## src/hw/rtl/camera_stream_header_deframer_assert.svh

```systemverilog
// Assertion macros for the camera stream header deframer.
// Define NO_ASSERTIONS to compile the checks out.
`ifndef CAMERA_STREAM_HEADER_DEFRAMER_ASSERT_SVH
`define CAMERA_STREAM_HEADER_DEFRAMER_ASSERT_SVH

`ifndef NO_ASSERTIONS

// Same-cycle implication.
`define CSHD_ASSERT_IMPL(lbl, clock, rstn, ante, cons, msg) \
	lbl: assert property (@(posedge clock) disable iff (!(rstn)) (ante) |-> (cons)) \
		else $error(msg);

// Next-cycle implication.
`define CSHD_ASSERT_NEXT(lbl, clock, rstn, ante, cons, msg) \
	lbl: assert property (@(posedge clock) disable iff (!(rstn)) (ante) |=> (cons)) \
		else $error(msg);

`else

`define CSHD_ASSERT_IMPL(lbl, clock, rstn, ante, cons, msg)
`define CSHD_ASSERT_NEXT(lbl, clock, rstn, ante, cons, msg)

`endif

`endif

```

## src/hw/rtl/cshd_pkg.sv

```systemverilog
package cshd_pkg;

	// Register indexes on the configuration port
	typedef enum logic [1:0] {
		REG_START_SYMBOL   = 2'd0,
		REG_CONNECT_OPCODE = 2'd1,
		REG_MAJOR_VER      = 2'd2,
		REG_MINOR_VER      = 2'd3
	} reg_idx_t;

	localparam logic [7:0] START_SYMBOL_RST   = 8'd0;
	localparam logic [7:0] CONNECT_OPCODE_RST = 8'd0;
	localparam logic [7:0] MAJOR_VER_RST      = 8'd1;
	localparam logic [7:0] MINOR_VER_RST      = 8'd1;

	// Bit of the flags byte that selects scanline mode
	localparam int SCANLINE_BIT = 7;

	// Result status codes
	typedef enum logic [2:0] {
		ST_IDLE          = 3'd0,
		ST_HEADER_BYTE   = 3'd1,
		ST_HEADER_OK     = 3'd2,
		ST_BAD_OPCODE    = 3'd3,
		ST_BAD_VERSION   = 3'd4,
		ST_TOO_MANY_CAMS = 3'd5,
		ST_HEIGHT_MISM   = 3'd6,
		ST_PIXEL         = 3'd7
	} status_t;

	// Parser phase
	typedef enum logic [3:0] {
		PH_HUNT   = 4'd0,
		PH_OPCODE = 4'd1,
		PH_VMAJ   = 4'd2,
		PH_VMIN   = 4'd3,
		PH_COUNT  = 4'd4,
		PH_FLAGS  = 4'd5,
		PH_RES    = 4'd6,
		PH_FOPC   = 4'd7,
		PH_PIXEL  = 4'd8
	} phase_t;

	typedef struct packed {
		logic [7:0] start_symbol;
		logic [7:0] connect_opcode;
		logic [7:0] major_ver;
		logic [7:0] minor_ver;
	} cfg_t;

	typedef struct packed {
		status_t     status;
		logic [1:0]  camera_index;
		logic [31:0] pixel_offset;
		logic [7:0]  pixel_value;
		logic        frame_end;
	} res_t;

endpackage

```

## src/hw/rtl/cshd_byte_if.sv

```systemverilog
interface cshd_byte_if;
	logic       valid;
	logic       ready;
	logic [7:0] data_byte;

	modport source (output valid, output data_byte, input ready);
	modport sink (input valid, input data_byte, output ready);
endinterface

```

## src/hw/rtl/cshd_result_if.sv

```systemverilog
interface cshd_result_if;
	logic        valid;
	logic        ready;
	logic [2:0]  status;
	logic [1:0]  camera_index;
	logic [31:0] pixel_offset;
	logic [7:0]  pixel_value;
	logic        frame_end;

	modport source (
		output valid, output status, output camera_index, output pixel_offset,
		output pixel_value, output frame_end, input ready
	);
	modport sink (
		input valid, input status, input camera_index, input pixel_offset,
		input pixel_value, input frame_end, output ready
	);
endinterface

```

## src/hw/rtl/cshd_apb_regs.sv

```systemverilog
module cshd_apb_regs (
	input  logic              clk,
	input  logic              arst_n,
	input  logic              psel,
	input  logic              penable,
	input  logic              pwrite,
	input  logic [3:0]        paddr,
	input  logic [31:0]       pwdata,
	output logic [31:0]       prdata,
	output logic              pready,
	output cshd_pkg::cfg_t    cfg
);
	import cshd_pkg::*;

	cfg_t     cfg_q;
	reg_idx_t idx;
	logic     wr_en;

	assign pready = 1'b1;
	assign idx    = reg_idx_t'(paddr[3:2]);
	assign wr_en  = psel && penable && pwrite;

	// register file
	always_ff @(posedge clk or negedge arst_n) begin
		if (!arst_n) begin
			cfg_q.start_symbol   <= START_SYMBOL_RST;
			cfg_q.connect_opcode <= CONNECT_OPCODE_RST;
			cfg_q.major_ver      <= MAJOR_VER_RST;
			cfg_q.minor_ver      <= MINOR_VER_RST;
		end else if (wr_en) begin
			unique case (idx)
				REG_START_SYMBOL:   cfg_q.start_symbol   <= pwdata[7:0];
				REG_CONNECT_OPCODE: cfg_q.connect_opcode <= pwdata[7:0];
				REG_MAJOR_VER:      cfg_q.major_ver      <= pwdata[7:0];
				REG_MINOR_VER:      cfg_q.minor_ver      <= pwdata[7:0];
				default: ;
			endcase
		end
	end

	// read back
	always_comb begin
		prdata = '0;
		unique case (idx)
			REG_START_SYMBOL:   prdata[7:0] = cfg_q.start_symbol;
			REG_CONNECT_OPCODE: prdata[7:0] = cfg_q.connect_opcode;
			REG_MAJOR_VER:      prdata[7:0] = cfg_q.major_ver;
			REG_MINOR_VER:      prdata[7:0] = cfg_q.minor_ver;
			default: ;
		endcase
	end

	assign cfg = cfg_q;
endmodule

```

## src/hw/rtl/cshd_parser.sv

```systemverilog
module cshd_parser #(
	parameter int MAX_CAMERAS = 4
) (
	input  logic           clk,
	input  logic           arst_n,
	input  logic           step,
	input  logic [7:0]     data_byte,
	input  cshd_pkg::cfg_t cfg,
	output cshd_pkg::res_t res
);
	import cshd_pkg::*;

	localparam int CW = (MAX_CAMERAS > 1) ? $clog2(MAX_CAMERAS) : 1;

	// control state
	phase_t        phase_q, phase_d;
	logic [1:0]    hbyte_q, hbyte_d;
	logic [7:0]    camera_count_q, camera_count_d;
	logic          scanline_q, scanline_d;
	logic          header_valid_q, header_valid_d;
	logic          mismatch_q, mismatch_d;
	logic [CW-1:0] cursor_q, cursor_d;
	logic [CW-1:0] cam_q, cam_d;
	logic [15:0]   row_q, row_d;
	logic [15:0]   col_q, col_d;

	// payload state
	logic [15:0] widths_q [MAX_CAMERAS];
	logic [15:0] heights_q [MAX_CAMERAS];
	logic [7:0]  hi_q;
	logic [15:0] cur_w_q, cur_h_q;

	// next-state helpers
	logic             load;
	logic [CW-1:0]    load_idx;
	logic             wr_w, wr_h;
	logic [15:0]      res_word;
	logic [MAX_CAMERAS-1:0] mask;
	logic             first_found, next_found;
	logic [CW-1:0]    first_idx, next_idx;
	logic [CW:0]      next_from;
	logic             col_last, row_last_img, row_last_scn;
	logic [31:0]      prod;
	logic [CW:0]      cursor_inc;

	// cameras that hold pixels in the current mode
	always_comb begin
		for (int i = 0; i < MAX_CAMERAS; i++) begin
			mask[i] = (8'(i) < camera_count_q) && (widths_q[i] != 16'd0) &&
				(scanline_q || (heights_q[i] != 16'd0));
		end
	end

	// first listed camera, from zero and from the one after the current camera
	assign next_from = {1'b0, cam_q} + (CW+1)'(1);
	always_comb begin
		first_found = 1'b0;
		first_idx   = '0;
		next_found  = 1'b0;
		next_idx    = '0;
		for (int i = MAX_CAMERAS - 1; i >= 0; i--) begin
			if (mask[i]) begin
				first_found = 1'b1;
				first_idx   = CW'(i);
			end
			if (mask[i] && ((CW+1)'(i) >= next_from)) begin
				next_found = 1'b1;
				next_idx   = CW'(i);
			end
		end
	end

	assign col_last     = ({1'b0, col_q} + 17'd1) >= {1'b0, cur_w_q};
	assign row_last_img = ({1'b0, row_q} + 17'd1) >= {1'b0, cur_h_q};
	assign row_last_scn = ({1'b0, row_q} + 17'd1) >= {1'b0, heights_q[0]};
	assign prod         = 32'(row_q) * 32'(cur_w_q);
	assign res_word     = {hi_q, data_byte};
	assign cursor_inc   = {1'b0, cursor_q} + (CW+1)'(1);

	// next state and result
	always_comb begin
		phase_d        = phase_q;
		hbyte_d        = hbyte_q;
		camera_count_d = camera_count_q;
		scanline_d     = scanline_q;
		header_valid_d = header_valid_q;
		mismatch_d     = mismatch_q;
		cursor_d       = cursor_q;
		cam_d          = cam_q;
		row_d          = row_q;
		col_d          = col_q;
		load           = 1'b0;
		load_idx       = first_idx;
		wr_w           = 1'b0;
		wr_h           = 1'b0;
		res            = '0;
		res.status     = ST_IDLE;

		unique case (phase_q)
			PH_HUNT: begin
				if (data_byte == cfg.start_symbol) begin
					if (header_valid_q) begin
						phase_d = PH_FOPC;
					end else begin
						phase_d    = PH_OPCODE;
						res.status = ST_HEADER_BYTE;
					end
				end
			end
			PH_OPCODE: begin
				if (data_byte == cfg.connect_opcode) begin
					res.status = ST_HEADER_BYTE;
					phase_d    = PH_VMAJ;
				end else begin
					res.status = ST_BAD_OPCODE;
					phase_d    = PH_HUNT;
				end
			end
			PH_VMAJ: begin
				if (data_byte == cfg.major_ver) begin
					res.status = ST_HEADER_BYTE;
					phase_d    = PH_VMIN;
				end else begin
					res.status = ST_BAD_VERSION;
					phase_d    = PH_HUNT;
				end
			end
			PH_VMIN: begin
				if (data_byte == cfg.minor_ver) begin
					res.status = ST_HEADER_BYTE;
					phase_d    = PH_COUNT;
				end else begin
					res.status = ST_BAD_VERSION;
					phase_d    = PH_HUNT;
				end
			end
			PH_COUNT: begin
				camera_count_d = data_byte;
				res.status     = ST_HEADER_BYTE;
				phase_d        = PH_FLAGS;
			end
			PH_FLAGS: begin
				scanline_d = data_byte[SCANLINE_BIT];
				if (camera_count_q > 8'(MAX_CAMERAS)) begin
					res.status = ST_TOO_MANY_CAMS;
					phase_d    = PH_HUNT;
				end else if (camera_count_q == 8'd0) begin
					res.status     = ST_HEADER_OK;
					header_valid_d = 1'b1;
					phase_d        = PH_HUNT;
				end else begin
					res.status = ST_HEADER_BYTE;
					hbyte_d    = 2'd0;
					cursor_d   = '0;
					mismatch_d = 1'b0;
					phase_d    = PH_RES;
				end
			end
			PH_RES: begin
				// width hi, width lo, height hi, height lo
				res.status = ST_HEADER_BYTE;
				hbyte_d    = hbyte_q + 2'd1;
				wr_w       = (hbyte_q == 2'd1);
				wr_h       = (hbyte_q == 2'd3);
				if (hbyte_q == 2'd3) begin
					cursor_d = cursor_inc[CW-1:0];
					if (scanline_q && (cursor_q != '0) && (res_word != heights_q[0])) begin
						mismatch_d = 1'b1;
					end
					if (8'(cursor_inc) >= camera_count_q) begin
						if (mismatch_d) begin
							res.status = ST_HEIGHT_MISM;
						end else begin
							res.status     = ST_HEADER_OK;
							header_valid_d = 1'b1;
						end
						phase_d = PH_HUNT;
					end
				end
			end
			PH_FOPC: begin
				// frame opcode byte is not checked; find the first pixel
				if (first_found && (scanline_q ? (heights_q[0] != 16'd0) : 1'b1)) begin
					cam_d   = first_idx;
					row_d   = '0;
					col_d   = '0;
					load    = 1'b1;
					phase_d = PH_PIXEL;
				end else begin
					phase_d = PH_HUNT;
				end
			end
			PH_PIXEL: begin
				res.status       = ST_PIXEL;
				res.camera_index = 2'(cam_q);
				res.pixel_offset = prod + 32'(col_q);
				res.pixel_value  = data_byte;
				if (!col_last) begin
					col_d = col_q + 16'd1;
				end else if (!scanline_q) begin
					// image mode: next row, then next camera
					if (!row_last_img) begin
						col_d = '0;
						row_d = row_q + 16'd1;
					end else if (next_found) begin
						cam_d    = next_idx;
						row_d    = '0;
						col_d    = '0;
						load     = 1'b1;
						load_idx = next_idx;
					end else begin
						res.frame_end = 1'b1;
						phase_d       = PH_HUNT;
					end
				end else begin
					// scanline mode: next camera, then next row
					if (next_found) begin
						cam_d    = next_idx;
						col_d    = '0;
						load     = 1'b1;
						load_idx = next_idx;
					end else if (!row_last_scn) begin
						cam_d = first_idx;
						row_d = row_q + 16'd1;
						col_d = '0;
						load  = 1'b1;
					end else begin
						res.frame_end = 1'b1;
						phase_d       = PH_HUNT;
					end
				end
			end
			default: begin
				phase_d = PH_HUNT;
			end
		endcase
	end

	// control registers
	always_ff @(posedge clk or negedge arst_n) begin
		if (!arst_n) begin
			phase_q        <= PH_HUNT;
			hbyte_q        <= '0;
			camera_count_q <= '0;
			scanline_q     <= 1'b0;
			header_valid_q <= 1'b0;
			mismatch_q     <= 1'b0;
			cursor_q       <= '0;
			cam_q          <= '0;
			row_q          <= '0;
			col_q          <= '0;
		end else if (step) begin
			phase_q        <= phase_d;
			hbyte_q        <= hbyte_d;
			camera_count_q <= camera_count_d;
			scanline_q     <= scanline_d;
			header_valid_q <= header_valid_d;
			mismatch_q     <= mismatch_d;
			cursor_q       <= cursor_d;
			cam_q          <= cam_d;
			row_q          <= row_d;
			col_q          <= col_d;
		end
	end

	// resolution table and current camera size
	always_ff @(posedge clk) begin
		if (step) begin
			if (phase_q == PH_RES) begin
				hi_q <= data_byte;
			end
			if (wr_w) begin
				widths_q[cursor_q] <= res_word;
			end
			if (wr_h) begin
				heights_q[cursor_q] <= res_word;
			end
			if (load) begin
				cur_w_q <= widths_q[load_idx];
				cur_h_q <= heights_q[load_idx];
			end
		end
	end
endmodule

```

## src/hw/rtl/camera_stream_header_deframer.sv

```systemverilog
// Camera stream header deframer.
// byte_in carries one received link byte per transaction; result_out carries one
// result per byte: status, camera index, pixel offset, pixel value, frame end.
// The block hunts for a start symbol, checks the connect header and stores the
// camera resolutions; later frames are routed pixel by pixel to camera/offset.
// The APB port sets the start symbol, connect opcode and expected versions;
// write it only while no byte is in flight.
// Throughput: one byte per cycle while result_out takes results. A byte enters
// an input register, the parser state machine and the row*width+column multiply
// act on it combinationally, and the result lands in the output register.
// When result_out stalls, the output register holds its result and the input
// register still takes one more byte; byte_in.ready then drops until the
// receiver takes the waiting result.
// Reset (arst_n low) empties both registers, restores the register defaults
// and returns the parser to hunting with no header accepted. The resolution
// table is not cleared; each header rewrites the entries it uses.
module camera_stream_header_deframer #(
	parameter int MAX_CAMERAS = 4
) (
	input  logic          clk,
	input  logic          arst_n,
	input  logic          psel,
	input  logic          penable,
	input  logic          pwrite,
	input  logic [3:0]    paddr,
	input  logic [31:0]   pwdata,
	output logic [31:0]   prdata,
	output logic          pready,
	cshd_byte_if.sink     byte_in,
	cshd_result_if.source result_out
);
	import cshd_pkg::*;

	`include "camera_stream_header_deframer_assert.svh"

	cfg_t       cfg;
	res_t       res;
	res_t       res_q;
	logic       out_v_q;
	logic       v_s1;
	logic [7:0] data_s1;
	logic       adv;

	cshd_apb_regs u_regs (
		.clk     (clk),
		.arst_n  (arst_n),
		.psel    (psel),
		.penable (penable),
		.pwrite  (pwrite),
		.paddr   (paddr),
		.pwdata  (pwdata),
		.prdata  (prdata),
		.pready  (pready),
		.cfg     (cfg)
	);

	cshd_parser #(.MAX_CAMERAS(MAX_CAMERAS)) u_parser (
		.clk       (clk),
		.arst_n    (arst_n),
		.step      (adv),
		.data_byte (data_s1),
		.cfg       (cfg),
		.res       (res)
	);

	// stage 1 moves into the output register when that is free or draining
	assign adv           = v_s1 && (!out_v_q || result_out.ready);
	assign byte_in.ready = !v_s1 || adv;

	// input register
	always_ff @(posedge clk or negedge arst_n) begin
		if (!arst_n) begin
			v_s1 <= 1'b0;
		end else if (byte_in.ready) begin
			v_s1 <= byte_in.valid;
		end
	end

	always_ff @(posedge clk) begin
		if (byte_in.ready) begin
			data_s1 <= byte_in.data_byte;
		end
	end

	// output register
	always_ff @(posedge clk or negedge arst_n) begin
		if (!arst_n) begin
			out_v_q <= 1'b0;
		end else if (adv) begin
			out_v_q <= 1'b1;
		end else if (result_out.ready) begin
			out_v_q <= 1'b0;
		end
	end

	always_ff @(posedge clk) begin
		if (adv) begin
			res_q <= res;
		end
	end

	assign result_out.valid        = out_v_q;
	assign result_out.status       = res_q.status;
	assign result_out.camera_index = res_q.camera_index;
	assign result_out.pixel_offset = res_q.pixel_offset;
	assign result_out.pixel_value  = res_q.pixel_value;
	assign result_out.frame_end    = res_q.frame_end;

	// checks
	`CSHD_ASSERT_NEXT(a_accept_fills_s1, clk, arst_n, byte_in.valid && byte_in.ready, v_s1, "accepted byte did not reach stage 1")
	`CSHD_ASSERT_NEXT(a_stall_keeps_s1, clk, arst_n, v_s1 && out_v_q && !result_out.ready, v_s1 && out_v_q, "byte lost while output stalled")
	`CSHD_ASSERT_IMPL(a_end_is_pixel, clk, arst_n, out_v_q && res_q.frame_end, res_q.status == ST_PIXEL, "frame end on a non-pixel result")
endmodule

```

## src/flat_wrapper.sv

```systemverilog
// flat-port wrapper written by rule: the top's interface ports become plain ports
module camera_stream_header_deframer_flat import cshd_pkg::*;
#(
	parameter int MAX_CAMERAS = 4
)
  (clk, arst_n, psel, penable, pwrite, paddr, pwdata, prdata, pready, byte_in_valid, byte_in_data_byte, byte_in_ready, result_out_valid, result_out_status, result_out_camera_index, result_out_pixel_offset, result_out_pixel_value, result_out_frame_end, result_out_ready);
  cshd_byte_if byte_in_i ();
  cshd_result_if result_out_i ();
  input  logic clk;
  input  logic arst_n;
  input  logic psel;
  input  logic penable;
  input  logic pwrite;
  input  logic [3:0] paddr;
  input  logic [31:0] pwdata;
  output logic [31:0] prdata;
  output logic pready;
  input wire logic [$bits(byte_in_i.valid)-1:0] byte_in_valid;
  input wire logic [$bits(byte_in_i.data_byte)-1:0] byte_in_data_byte;
  output wire logic [$bits(byte_in_i.ready)-1:0] byte_in_ready;
  output wire logic [$bits(result_out_i.valid)-1:0] result_out_valid;
  output wire logic [$bits(result_out_i.status)-1:0] result_out_status;
  output wire logic [$bits(result_out_i.camera_index)-1:0] result_out_camera_index;
  output wire logic [$bits(result_out_i.pixel_offset)-1:0] result_out_pixel_offset;
  output wire logic [$bits(result_out_i.pixel_value)-1:0] result_out_pixel_value;
  output wire logic [$bits(result_out_i.frame_end)-1:0] result_out_frame_end;
  input wire logic [$bits(result_out_i.ready)-1:0] result_out_ready;
  assign byte_in_i.valid = byte_in_valid;
  assign byte_in_i.data_byte = byte_in_data_byte;
  assign byte_in_ready = byte_in_i.ready;
  assign result_out_valid = result_out_i.valid;
  assign result_out_status = result_out_i.status;
  assign result_out_camera_index = result_out_i.camera_index;
  assign result_out_pixel_offset = result_out_i.pixel_offset;
  assign result_out_pixel_value = result_out_i.pixel_value;
  assign result_out_frame_end = result_out_i.frame_end;
  assign result_out_i.ready = result_out_ready;
  camera_stream_header_deframer #(.MAX_CAMERAS(MAX_CAMERAS)) u_core (.clk(clk), .arst_n(arst_n), .psel(psel), .penable(penable), .pwrite(pwrite), .paddr(paddr), .pwdata(pwdata), .prdata(prdata), .pready(pready), .byte_in(byte_in_i), .result_out(result_out_i));
endmodule
```

## config.mk

```make
export PLATFORM = sky130hd
export DESIGN_NAME = camera_stream_header_deframer_flat
export DESIGN_NICKNAME = d
export VERILOG_FILES = /design/src/hw/rtl/cshd_pkg.sv /design/src/hw/rtl/cshd_byte_if.sv /design/src/hw/rtl/cshd_result_if.sv /design/src/hw/rtl/cshd_apb_regs.sv /design/src/hw/rtl/cshd_parser.sv /design/src/hw/rtl/camera_stream_header_deframer.sv /design/src/flat_wrapper.sv
export VERILOG_INCLUDE_DIRS = /design/src /design/src/hw/rtl
export SDC_FILE = /design/constraint.sdc
export NUM_CORES = 1
export LEC_CHECK = 0
export BUFFER_PORTS_ARGS = -buffer_cell sky130_fd_sc_hd__buf_2
export CORE_UTILIZATION = 50
export CTS_CLUSTER_SIZE = 16
export DETAILED_ROUTE_END_ITERATION = 16
export GPL_TIMING_DRIVEN = 0
export PLACE_DENSITY = 0.7
export SLEW_MARGIN = 20
export SYNTH_ARGS = -nofsm -noshare
export SYNTH_HDL_FRONTEND = slang
export SYNTH_SLANG_ARGS = --single-unit
```

## constraint.sdc

```tcl
create_clock -name clk -period 6.4 [get_ports clk]
set_clock_uncertainty 0.05 [all_clocks]
set_input_delay 0.32 -clock clk [delete_from_list [all_inputs] [get_ports clk]]
set_output_delay 0.32 -clock clk [all_outputs]
set_load 0.01 [all_outputs]
```

==> results.ini, run 1 <==
[status]
status=complete, no violations

[routing]
via_per_inst=5.580
first_iter_violations=1277
drc=0
via_count=17269
drt-pass1-iter-count=5
detail-route-antenna-nets=0
wl_per_cell_um=20.34
drt_wl_total_um=62970

[sta]
relSlewSlack_pct=39.90
finalCriticalPeriod_ns=6.248
fmax_ghz=0.1600
fin_ws_ns=0.1517
worstMarginPinSlew_ns=0.9015
setup_viol=0
fin_crit_sh_pct=97.63
timing.hold.ws_ns=0.2047
slew_violations=0
timing_hold_violations_final=0

[grt]
busiest_layer=met2
globalRouteMet3Util_pct=3.690
grt_util_met1_pct=33.52
antenna_found_initial=0
grt_pass1_wl_um=98980
gr-usage-met2_pct=44.15
overflow=0
grt_pass1_vias=17776
track_usage_pct=26.03
grt_max_degree=57

[setup_path]
cp_max_fo=8
worst-path-buf-inv=3
crit_top_cell=fa_1
cpPeakStageDelay_ns=0.61
critPathTopFamily=adder cells
crit_path_start_kind=flop
path_class=flop to flop
cp.required_ns=6.62
slowest_stage=edfxtp_1
end_kind=flop
path_cells=buf_6 -> buf_12 -> nand2_1 -> fa_1 -> fa_1 -> fa_1 -> fa_1 -> fa_1 -> inv_1 -> fa_1 -> ha_1 -> a21oi_1 -> nor2b_1 -> o21ai_1 -> o311ai_4 -> a21oi_2 -> a21oi_2 -> o31ai_2 -> a21o_1 -> a21oi_1
arrival_ns=6.47

[final_layout]
drive_gt1_share_pct=15.04
fill_cells=4016
diodes=0
final_nets=2879
syn_to_final_growth_pct=13.94

[cts]
clkTransAtPathRegs_ns=0.06
cts_max_level=2
clk-insertion-delay-late_ns=0.57
clock_path_buffers=3
cts_sinks=309
cts_root_buf=clkbuf_16
cts_made_buffers=35
cts_tree=built

[yosys]
seq_area_frac_synth_pct=36.46
yosysMostFrequentCell=inv_1
synth-async-reset-ratio_pct=28.16
synth_ff_type=edfxtp_1
yosys.area.top_type_share_pct=27.48
synthTopCellsByCount=inv_1 (343), nand2_1 (227), edfxtp_1 (222)
synth.area.top_cells=edfxtp_1 (27%), fa_1 (17%), dfrtp_1 (8.8%)
synth_area_um2=24260
synth-seq-cells=309
synth.distinct_cells=78
synthCells=2264
yosysTopAreaCell=edfxtp_1
synth_edf_count=222
avgSynthCellArea_um2=10.72
ys_warn_count=0

[die]
start_util_pct=50.71
coreArea_um2=47850
rows=80
die-width_um=222.3
ios=132
die_area_um2=49410
die_h_um=222.3

[pwr]
internal-power_mw=3.698
power_per_cell_area_nw_per_um2=177.4
power.share.switching_pct=24.58
seqPwrFrac_pct=47.6
clockPowerShare_pct=43.4
p_total_mw=4.903
switching_power_mw=1.205
ir_drop_mv=0.2631
leakage_nw=12.49
power_frac_comb_pct=9.0

[placed_design]
port_buffers=80
gp_congestion=0.9402
dpl.hpwl_um=47790
pre_cts_ws_ns=-1.077

[job]
cap_violations=0

[hold_path]
holdCritPathClass=input port to asynchronous set/reset pin

-- cell usage in the layout (no fill, tap or decap), types with 71 or more instances in the layout --
cell type | netlist | routed
buf_4 | 28 | 71
dfrtp_1 | 85 | 74
mux2i_1 | 98 | 98
inv_1 | 343 | 341
edfxtp_1 | 222 | 222
nand2_1 | 227 | 226
fa_1 | 210 | 210
ha_1 | 165 | 156
buf_2 | 7 | 88
and2_1 | 121 | 121
-- per-stage QoR --
stage | cell area [µm²] | utilization (%) | instances | setup TNS [ns]
floorplan | 24350 | - | 2287 | 0
global placement | 25520 | 53.34 | 2982 | -11.95
detailed placement | 25580 | 53.46 | 2984 | -11.57
CTS | 27240 | 56.93 | 3071 | 0
global route | 27650 | 57.78 | 3095 | -0.01417
finish | 27650 | 57.78 | 3095 | 0
-- routing by layer --
| layer | part of all wire, % | vias up |
|---|---|---|
| met5 | 0 | - |
| met3 | 5.8 | 143 |
| li1 | - | 7900 |
| met1 | 42 | 8622 |
| met2 | 49 | 604 |
| met4 | 3.8 | 0 |
-- cells by family after synthesis --
| kind of cell | Yosys count | synth area share [%] |
|---|---|---|
| xor+xnor | 95 | 3.429 |
| simple gates | 639 | 13.39 |
| buf+inv | 465 | 7.972 |
| fa+ha+maj | 375 | 25.84 |
| mux | 152 | 6.920 |
| other cells | 2 | 0.03095 |
| compound gates | 227 | 5.966 |
| flops | 309 | 36.46 |
-- final cells by class --
type	instances	area [µm²]	share of cell area (%)
plain buffers	108	764.5	2.765
well taps	615	769.5	2.783
clock inverters	22	287.8	1.041
repair buffers	143	993.5	3.594
multi-input cells	1513	13760	49.78
clock buffers	42	922.1	3.336
flip-flops and latches	309	8860	32.05
inverters	343	1287	4.657
-- what timing repair did --
item	in CTS	in global routing
endpoints found under the setup margin	18	12
setup buffers	16	26
pin swaps	1	2
endpoints found under the hold margin	72	0
hold buffers	19	0
gates resized for setup	81	69
-- sequential cells by signal (all words and copies together) (netlist names), 3 cells and up --
name,flops
u_core.data_s1,8
u_core.result_out.pixel_offset,32
u_core.result_out.pixel_value,8
u_core.result_out.status,3
u_core.u_parser.camera_count_q,8
u_core.u_parser.col_q,16
u_core.u_parser.cur_h_q,16
u_core.u_parser.cur_w_q,16
u_core.u_parser.heights_q,64
u_core.u_parser.hi_q,8
u_core.u_parser.phase_q,4
u_core.u_parser.row_q,16
u_core.u_parser.widths_q,64
u_core.u_regs.cfg,32
-- worst reg2reg max path: cells and delay by family (launching register included) --
family / cells / cell delay, ns
simple gates: 2 / 0.13
compound gates: 8 / 1.39
buf+inv: 3 / 0.37
fa+ha+maj: 7 / 3.43
flops: 1 / 0.61
-- final timing paths --
check | startpoint | end | slack (ns) | depth (start not counted)
max in group asynchronous | arst_n | u_core.u_parser.row_q[10] | 5.43 | 3
worst min register to register | u_core.u_parser.mismatch_q | u_core.u_parser.mismatch_q | 0.45 | 1
worst max-delay path | u_core.u_parser.cur_w_q[13] | u_core.result_out.pixel_offset[25] | 0.15 | 20
min in group clk | penable | u_core.u_regs.cfg[24] | 0.32 | 4
worst max register to register | u_core.u_parser.cur_w_q[13] | u_core.result_out.pixel_offset[25] | 0.15 | 20
worst min-delay path | arst_n | u_core.u_parser.mismatch_q | 0.20 | 2
-- power by group through the flow --
stage                     Sequential [mW]  Clock [mW]  Combinational, mW
after floorplan                      2.36           0              0.285
after global placement               2.37           0              0.412
after detailed placement             2.37           0              0.431
after CTS                            2.33        2.16              0.443
after global routing                 2.34        2.24              0.486
final                                2.33        2.13              0.441
No activity file was read; power rests on OpenSTA's default activity.
==> run 2: changes to the inputs <==
Settings changed: ABC_AREA from default to 1, CTS_CLUSTER_DIAMETER from default to 200.
==> run 2 against run 1 <==
  * Combinational power up 140%
  * Sequential power grew 6%
  * Die area increased by 4.8%
  * Register-to-register slack improved by 0.08 ns
  * Utilization fell by 2.0 points
  * Global-route usage is 1.1 points higher
  * Fmax grew 1.3%
  * Clock power decreased by 34%
  * Routed wire length increased by 7.9%
  * Critical endpoint is now u_core.result_out.pixel_offset[29]
==> results.ini, run 2 <==
[yosys]
synth.distinct_cells=55  ; -29%
synth.area.top_cells=edfxtp_1 (26%), fa_1 (17%), nand2_1 (10%)
synth_fa_ha_area_share_pct=24.63  ; -1.2 points
synth_area_um2=25450  ; +4.9%
yosysMostFrequentCell=nand2_1
synthCells=3005  ; +33%
synth_edf_count=222  ; unchanged
synth.area.mux_share_pct=0  ; -6.9 points
synth-xor-area-share_pct=2.134  ; -1.3 points
avgSynthCellArea_um2=8.469  ; -21%
synth_compound_area_share_pct=4.794  ; -1.2 points
yosysTopAreaCell=edfxtp_1
synth_simple_gate_area_share_pct=20.54  ; +7.2 points
synth_ff_type=edfxtp_1
ys_warn_count=0  ; unchanged
yosys.area.top_type_share_pct=26.19  ; -1.3 points
synth-async-reset-ratio_pct=28.16  ; unchanged
synthTopCellsByCount=nand2_1 (707), inv_1 (675), nand3_1 (223)
seq_area_frac_synth_pct=34.76  ; -1.7 points
synth-seq-cells=309  ; unchanged
synth_top_family_by_area=adder cells

[grt]
grt_max_degree=53  ; -7.0%
antenna_found_initial=0  ; unchanged
grt_pass1_wl_um=107800  ; +9.0%
track_usage_pct=27.09  ; +1.1 points
overflow=0  ; unchanged
grt_pass1_vias=19973  ; +12%

[die]
die_area_um2=51800  ; +4.8%
rows=82  ; +2.5%
coreArea_um2=50170  ; +4.9%
start_util_pct=50.73  ; about the same
die-width_um=227.6  ; +2.4%
ios=132  ; unchanged
die_h_um=227.6  ; +2.4%

[final_layout]
final_cell_mix=nand2_1 (707), inv_1 (673), edfxtp_1 (222)
stdcell_count=3843  ; +24%
final_common_cell=nand2_1
final_core_util_pct=55.77  ; -2.0 points
top_regs=u_core.u_parser.heights_q x64, u_core.u_parser.widths_q x64
final_nets=3582  ; +24%
diodes=0  ; unchanged
syn_to_final_growth_pct=9.951
drive_gt1_share_pct=9.713  ; -5.3 points

[setup_path]
path_class=flop to flop
slowest_stage=fa_1
r2r-start=u_core.u_parser.cur_w_q[11]
worstReg2RegEnd=u_core.result_out.pixel_offset[29]
crit_top_cell=fa_1
ff2ff_path_depth=17  ; -15%
cpPeakStageDelay_ns=0.55  ; -0.06 ns
cp_max_fo=10  ; +2
path_cells=clkbuf_2 -> nand2_1 -> fa_1 -> fa_1 -> fa_1 -> fa_1 -> fa_1 -> inv_1 -> fa_1 -> ha_1 -> nand2_1 -> nor4_4 -> nand4_1 -> nand3_2 -> a31oi_1 -> o21ai_0 -> a21oi_1
end_kind=flop
cp.required_ns=6.66  ; +0.04 ns
crit_path_start_kind=flop
r2r_setup_slack_ns=0.23  ; +0.08 ns
arrival_ns=6.42  ; -0.05 ns

[cts]
cts_sinks=309  ; unchanged
clkTransAtPathRegs_ns=0.08  ; +0.02 ns
clk-insertion-delay-late_ns=0.57  ; about the same
cts_made_buffers=23  ; -34%
cts_max_level=1  ; -1
clock_path_buffers=3  ; unchanged
cts_tree=built
cts_root_buf=clkbuf_16

[sta]
fin_ws_ns=0.2348  ; +0.08305 ns
timing_hold_violations_final=0  ; unchanged
fin_crit_sh_pct=96.33  ; -1.3 points
worstMarginPinSlew_ns=1.055  ; +0.1535 ns
timing.hold.ws_ns=0.03073  ; -0.1740 ns
finalCriticalPeriod_ns=6.165  ; -0.08305 ns
slew_violations=0  ; unchanged
relSlewSlack_pct=29.67  ; -10 points
setup_viol=0  ; unchanged
fmax_ghz=0.1622  ; +1.3%

[hold_path]
hold_end=u_core.u_regs.cfg[15]
hold_depth=3
holdCritPathClass=input port to flop
min_from=pwdata[7]

[placed_design]
gp_congestion=0.9791  ; +4.1%
port_buffers=80  ; unchanged
pre_cts_ws_ns=-0.8612  ; +0.2159 ns
dpl.hpwl_um=53360  ; +12%
dp.cells=3787  ; +27%

[routing]
drt-pass1-iter-count=5  ; unchanged
detail-route-antenna-nets=0  ; unchanged
drc=0  ; unchanged
drt_wl_total_um=67960  ; +7.9%
via_count=20236  ; +17%
via_per_inst=5.266  ; -5.6%
wl_per_cell_um=17.68  ; -13%
first_iter_violations=1599  ; +25%

[pwr]
power_per_cell_area_nw_per_um2=176.7  ; -0.35%
leakage_nw=14.49  ; +16%
ir_drop_mv=0.2453  ; -6.7%

[status]
status=complete, no violations

[job]
cap_violations=0  ; unchanged

-- run 2: cell count changes in the layout (fill, tap and decap cells not counted), moves of 31 or more --
cell,delta
xor2_1,-31
inv_1,+332
nor2_1,+85
mux2i_1,-98
nor4_1,-40
nand3_1,+183
and2_1,-120
nand2_1,+481
o21ai_0,+38
mux2_2,-41
-- run 2: cells by family after synthesis --
group                      count (synthesis)
other                                      2
DFF                                      309
adders and majority gates                375
xor gates and xnor gates                  62
and+or+nand+nor                         1215
AOI/OAI and AO/OA                        218
buffers and inverters                    824
-- run 2: how the worst max path moves through the flow --
stage / startpoint / endpoint / cells past startpoint
after floorplan: u_core.u_parser.row_q[5] / u_core.result_out.pixel_offset[28] / 24
after global placement: u_core.u_parser.cur_w_q[15] / u_core.result_out.pixel_offset[28] / 22
after detailed placement: u_core.u_parser.cur_w_q[15] / u_core.result_out.pixel_offset[29] / 20
after CTS: u_core.u_parser.row_q[9] / u_core.result_out.pixel_offset[29] / 19
after global routing: u_core.u_parser.cur_w_q[13] / u_core.result_out.pixel_offset[28] / 21
final: u_core.u_parser.cur_w_q[11] / u_core.result_out.pixel_offset[29] / 17
-- run 2: critical path: cells and delay by family (launching register included) --
kind                     cells  cell delay [ns]
buffers and inverters        2             0.43
AO/OA/AOI/OAI                3             0.35
AND/OR/NAND/NOR              5             1.13
flip-flops                   1             0.50
adder cells (fa/ha/maj)      7             3.45
-- run 2: cell type report --
class / instances / area, µm²
clock inverters: 1 / 16.27
multi-input cells: 1895 / 13420
well taps: 672 / 840.8
fillers: 4538 / 22190
plain buffers: 116 / 768.2
clock buffers: 39 / 635.6
flip-flops and latches: 309 / 8855
repair buffers: 132 / 895.9
inverters: 679 / 2549
-- run 2: repair_timing --
item	in CTS	in global routing
hold endpoints to repair	45	0
resized for setup	42	37
pin swaps	0	3
hold buffers	11	0
setup endpoints to repair	19	14
buffers inserted	17	17
-- run 2: layer usage --
metal / vias up / wire length, µm / GRT usage [%]
met5: - / 0 / 0
met2: 787 / 32570 / 46.10
met1: 9732 / 28080 / 35.82
met3: 157 / 4575 / 3.085
met4: 0 / 2723 / 9.418
li1: 9560 / - / -
-- run 2: power by group --
part / switching (mW) / internal (mW)
logic: 0.704 / 0.376
clock network: 0.721 / 0.678
registers: 0.138 / 2.33
-- run 2: stage by stage --
stage / power [mW] / area, µm² / TNS [ns]
2_1_floorplan: 3.203 / 25540 / 0
3_3_place_gp: 3.519 / 26780 / -7.912
3_5_place_dp: 3.556 / 26920 / -8.645
4_1_cts: 4.956 / 27770 / 0
5_1_grt: 5.186 / 27980 / -0.01956
6_report: 4.946 / 27980 / 0
==> run 3: changes to the inputs <==
Settings changed: PLACE_DENSITY 0.7 to 0.67, SYNTH_HIERARCHICAL from default to 1.
Clock period 6.4 ns to 6.3 ns, I/O delays scaled along.
==> run 3 against run 2 <==
  * Final cell count increased by 2.5%
  * Critical path depth up 6
  * Combinational power about the same
  * Register-to-register slack worse by 0.03 ns
  * First-iteration DRC count shrank 6.9%
  * Sequential power about the same
  * Critical path type unchanged
==> results.ini, run 3 <==
[grt]
antenna_found_initial=1  ; +1
grt_max_degree=56  ; +5.7%
overflow=0  ; unchanged
track_usage_pct=27.16  ; +0.075 points
busiest_layer=met2
grt_pass1_wl_um=111600  ; +3.4%
grt_pass1_vias=20533  ; +2.8%
globalRouteMet3Util_pct=2.814  ; -0.27 points
gr-usage-met2_pct=46.49  ; +0.39 points
grt_util_met1_pct=34.85  ; -0.97 points

[pwr]
power.share.switching_pct=31.63  ; about the same
clockPowerShare_pct=28.9  ; +0.6 points
internal-power_mw=3.408  ; +0.78%
switching_power_mw=1.577  ; +0.85%
power_per_cell_area_nw_per_um2=175.1  ; -0.91%
leakage_nw=14.95  ; +3.2%
ir_drop_mv=0.2404  ; -2.0%
power_frac_comb_pct=21.1  ; -0.7 points
seqPwrFrac_pct=49.9  ; about the same

[setup_path]
path_cells=buf_4 -> nand2_1 -> inv_1 -> fa_1 -> inv_1 -> fa_1 -> fa_1 -> inv_1 -> fa_1 -> fa_1 -> inv_1 -> fa_1 -> inv_1 -> ha_2 -> a21oi_1 -> inv_1 -> a31oi_1 -> a21boi_0 -> o21ai_2 -> nand2_1 -> nand3_1 -> nand2_1 -> nor2_1
slowest_stage=fa_1
r2r_setup_slack_ns=0.21  ; -0.03 ns
cp.required_ns=6.61  ; -0.05 ns
worstReg2RegEnd=u_core/result_out.pixel_offset[24]
startpoint=u_core/u_parser/cur_w_q[6]
cpPeakStageDelay_ns=0.54  ; about the same
path_class=flop to flop
r2r-start=u_core/u_parser/cur_w_q[6]
ff2ff_path_depth=23  ; +6
crit_path_start_kind=flop
arrival_ns=6.40  ; -0.02 ns
end_kind=flop
cp_max_fo=10  ; unchanged

[sta]
relSlewSlack_pct=37.80  ; +8.1 points
setup_viol=0  ; unchanged
timing.hold.ws_ns=0.1537  ; +0.1230 ns
fmax_ghz=0.1641  ; +1.2%
slew_violations=0  ; unchanged
worstMarginPinSlew_ns=0.9320  ; -0.1231 ns
finalCriticalPeriod_ns=6.092  ; -0.07295 ns
fin_crit_sh_pct=96.70  ; +0.37 points
rsz0062_at_grt=yes
timing_hold_violations_final=0  ; unchanged

[yosys]
synth_edf_count=222  ; unchanged
synthCells=3098  ; +3.1%
synth.area.top_cells=edfxtp_1 (26%), fa_1 (16%), nand2_1 (11%)
seq_area_frac_synth_pct=34.21  ; -0.55 points
synth-seq-cells=309  ; unchanged
yosysMostFrequentCell=nand2_1
synth_ff_type=edfxtp_1
ys_warn_count=6  ; +6
yosys.area.top_type_share_pct=25.78  ; -0.42 points
synth_area_um2=25860  ; +1.6%
synth-async-reset-ratio_pct=28.16  ; unchanged
yosysTopAreaCell=edfxtp_1
synth.distinct_cells=50  ; -9.1%
avgSynthCellArea_um2=8.348  ; -1.4%
synthTopCellsByCount=nand2_1 (762), inv_1 (696), nand3_1 (244)

[routing]
drc=0  ; unchanged
via_per_inst=5.150  ; -2.2%
first_iter_violations=1489  ; -6.9%
wl_per_cell_um=17.87  ; +1.0%
drt-pass1-iter-count=6  ; +1
via_count=20282  ; +0.23%
drt_wl_total_um=70360  ; +3.5%
detail-route-antenna-nets=0  ; unchanged

[hold_path]
hold_depth=5  ; +2
hold_end=u_core/u_regs/cfg[0]
holdCritPathClass=input port to flop
min_from=penable

[placed_design]
port_buffers=80  ; unchanged
dpl.hpwl_um=55710  ; +4.4%
gp_congestion=0.9597  ; -2.0%

[cts]
clkTransAtPathRegs_ns=0.10  ; +0.02 ns
cts_root_buf=clkbuf_16
cts_tree=built
clock_path_buffers=3  ; unchanged
clk-insertion-delay-late_ns=0.59  ; +0.02 ns
cts_max_level=1  ; unchanged
cts_made_buffers=23  ; unchanged
cts_sinks=309  ; unchanged

[final_layout]
syn_to_final_growth_pct=10.07
drive_gt1_share_pct=10.04  ; +0.33 points
final_core_util_pct=56.28  ; +0.50 points
diodes=0  ; unchanged
top_regs=u_core/u_parser/heights_q x64, u_core/u_parser/widths_q x64
final_cell_mix=nand2_1 (762), inv_1 (695), nand3_1 (243)
final_common_cell=nand2_1
final_nets=3675  ; +2.6%

[die]
die_h_um=229.4  ; +0.80%
start_util_pct=51.13  ; +0.40 points
die_area_um2=52640  ; +1.6%
die-width_um=229.4  ; +0.80%
coreArea_um2=50580  ; +0.82%
ios=132  ; unchanged
rows=82  ; unchanged

[job]
cap_violations=0  ; unchanged

[status]
status=complete, no violations

==> run 3: cell count changes after synthesis, sizes merged, moves of 5 or more <==
cell	before	now
a21o	2	10
buf	76	84
nand3	244	249
nor3	23	32
clkbuf	69	61
nand2	711	778
nor2	169	196
xnor2	31	37
a21oi	83	67
o21ai	98	54
nand4	47	59
inv	679	705
==> run 3: layer usage <==
layer  part of all wire [%]  wire (µm)
met5                      0          0
met4                    4.8       3389
met3                    5.1       3602
met2                     48      33870
met1                     42      29500
==> run 3: area by class of cell <==
| type | count | area (µm²) |
|---|---|---|
| fill | 4604 | 22120 |
| multi-input combinational | 1962 | 13750 |
| sequential | 309 | 8860 |
| inverter | 705 | 2649 |
| timing repair buffer | 131 | 893.4 |
| tap | 672 | 840.8 |
| buffer | 117 | 798.3 |
| clock buffer | 39 | 635.6 |
| clock inverter | 3 | 36.28 |
==> run 3: how the worst max path moves through the flow <==
| stage | end | depth (start not counted) |
|---|---|---|
| floorplan | u_core/result_out.pixel_offset[23] | 24 |
| global placement | u_core/u_parser/widths_q[3][6] | 5 |
| detailed placement | u_core/result_out.pixel_offset[23] | 24 |
| CTS | u_core/result_out.pixel_offset[26] | 22 |
| global route | u_core/result_out.pixel_offset[29] | 23 |
| finish | u_core/result_out.pixel_offset[24] | 23 |
==> run 3: through the flow <==
step	setup slack, ns	cell area (µm²)	TNS [ns]	std cells	total power [mW]
2_1_floorplan	0.3310	25950	0	3121	3.195
3_3_place_gp	-1.569	27190	-218.93	3873	3.511
3_5_place_dp	-1.047	27300	-11.04	3876	3.559
4_1_cts	0.001063	28270	0	3927	5.017
5_1_grt	-0.05942	28460	-0.07290	3938	5.246
6_report	0.2077	28460	0	3938	4.985
==> run 3: critical path, delay by kind of cell, from the launching register on <==
family                     cells  cell delay [ns]
AOI/OAI and AO/OA              4             1.00
and+or+nand+nor                5             0.39
buffers and inverters          7             0.57
DFF                            1             0.46
adders and majority gates      7             3.41
==> run 3: kinds of logic (layout without fill, tap and decap cells) <==
family | Yosys count | in the layout | share of synthesized area (%)
AOI/OAI and AO/OA | 154 | 154 | 3.367
adders and majority gates | 375 | 375 | 24.24
xor gates and xnor gates | 72 | 72 | 2.438
and+or+nand+nor | 1336 | 1336 | 22.40
other | 2 | 25 | 0.02904
buffers and inverters | 850 | 995 | 13.32
DFF | 309 | 309 | 34.21
==> run 3: power groups by stage <==
stage	Sequential (mW)	Combinational [mW]	Clock, mW
floorplan	2.50	0.700	0
global placement	2.53	0.984	0
detailed placement	2.53	1.03	0
CTS	2.49	1.05	1.48
global route	2.51	1.18	1.55
finish	2.49	1.05	1.44
==> run 3: repair_timing <==
item | CTS | global route
hold buffers | 19 | 0
setup endpoints to repair | 19 | 13
gates resized for setup | 53 | 46
pin swaps | 0 | 1
endpoints found under the hold margin | 73 | 0
setup buffers | 18 | 11
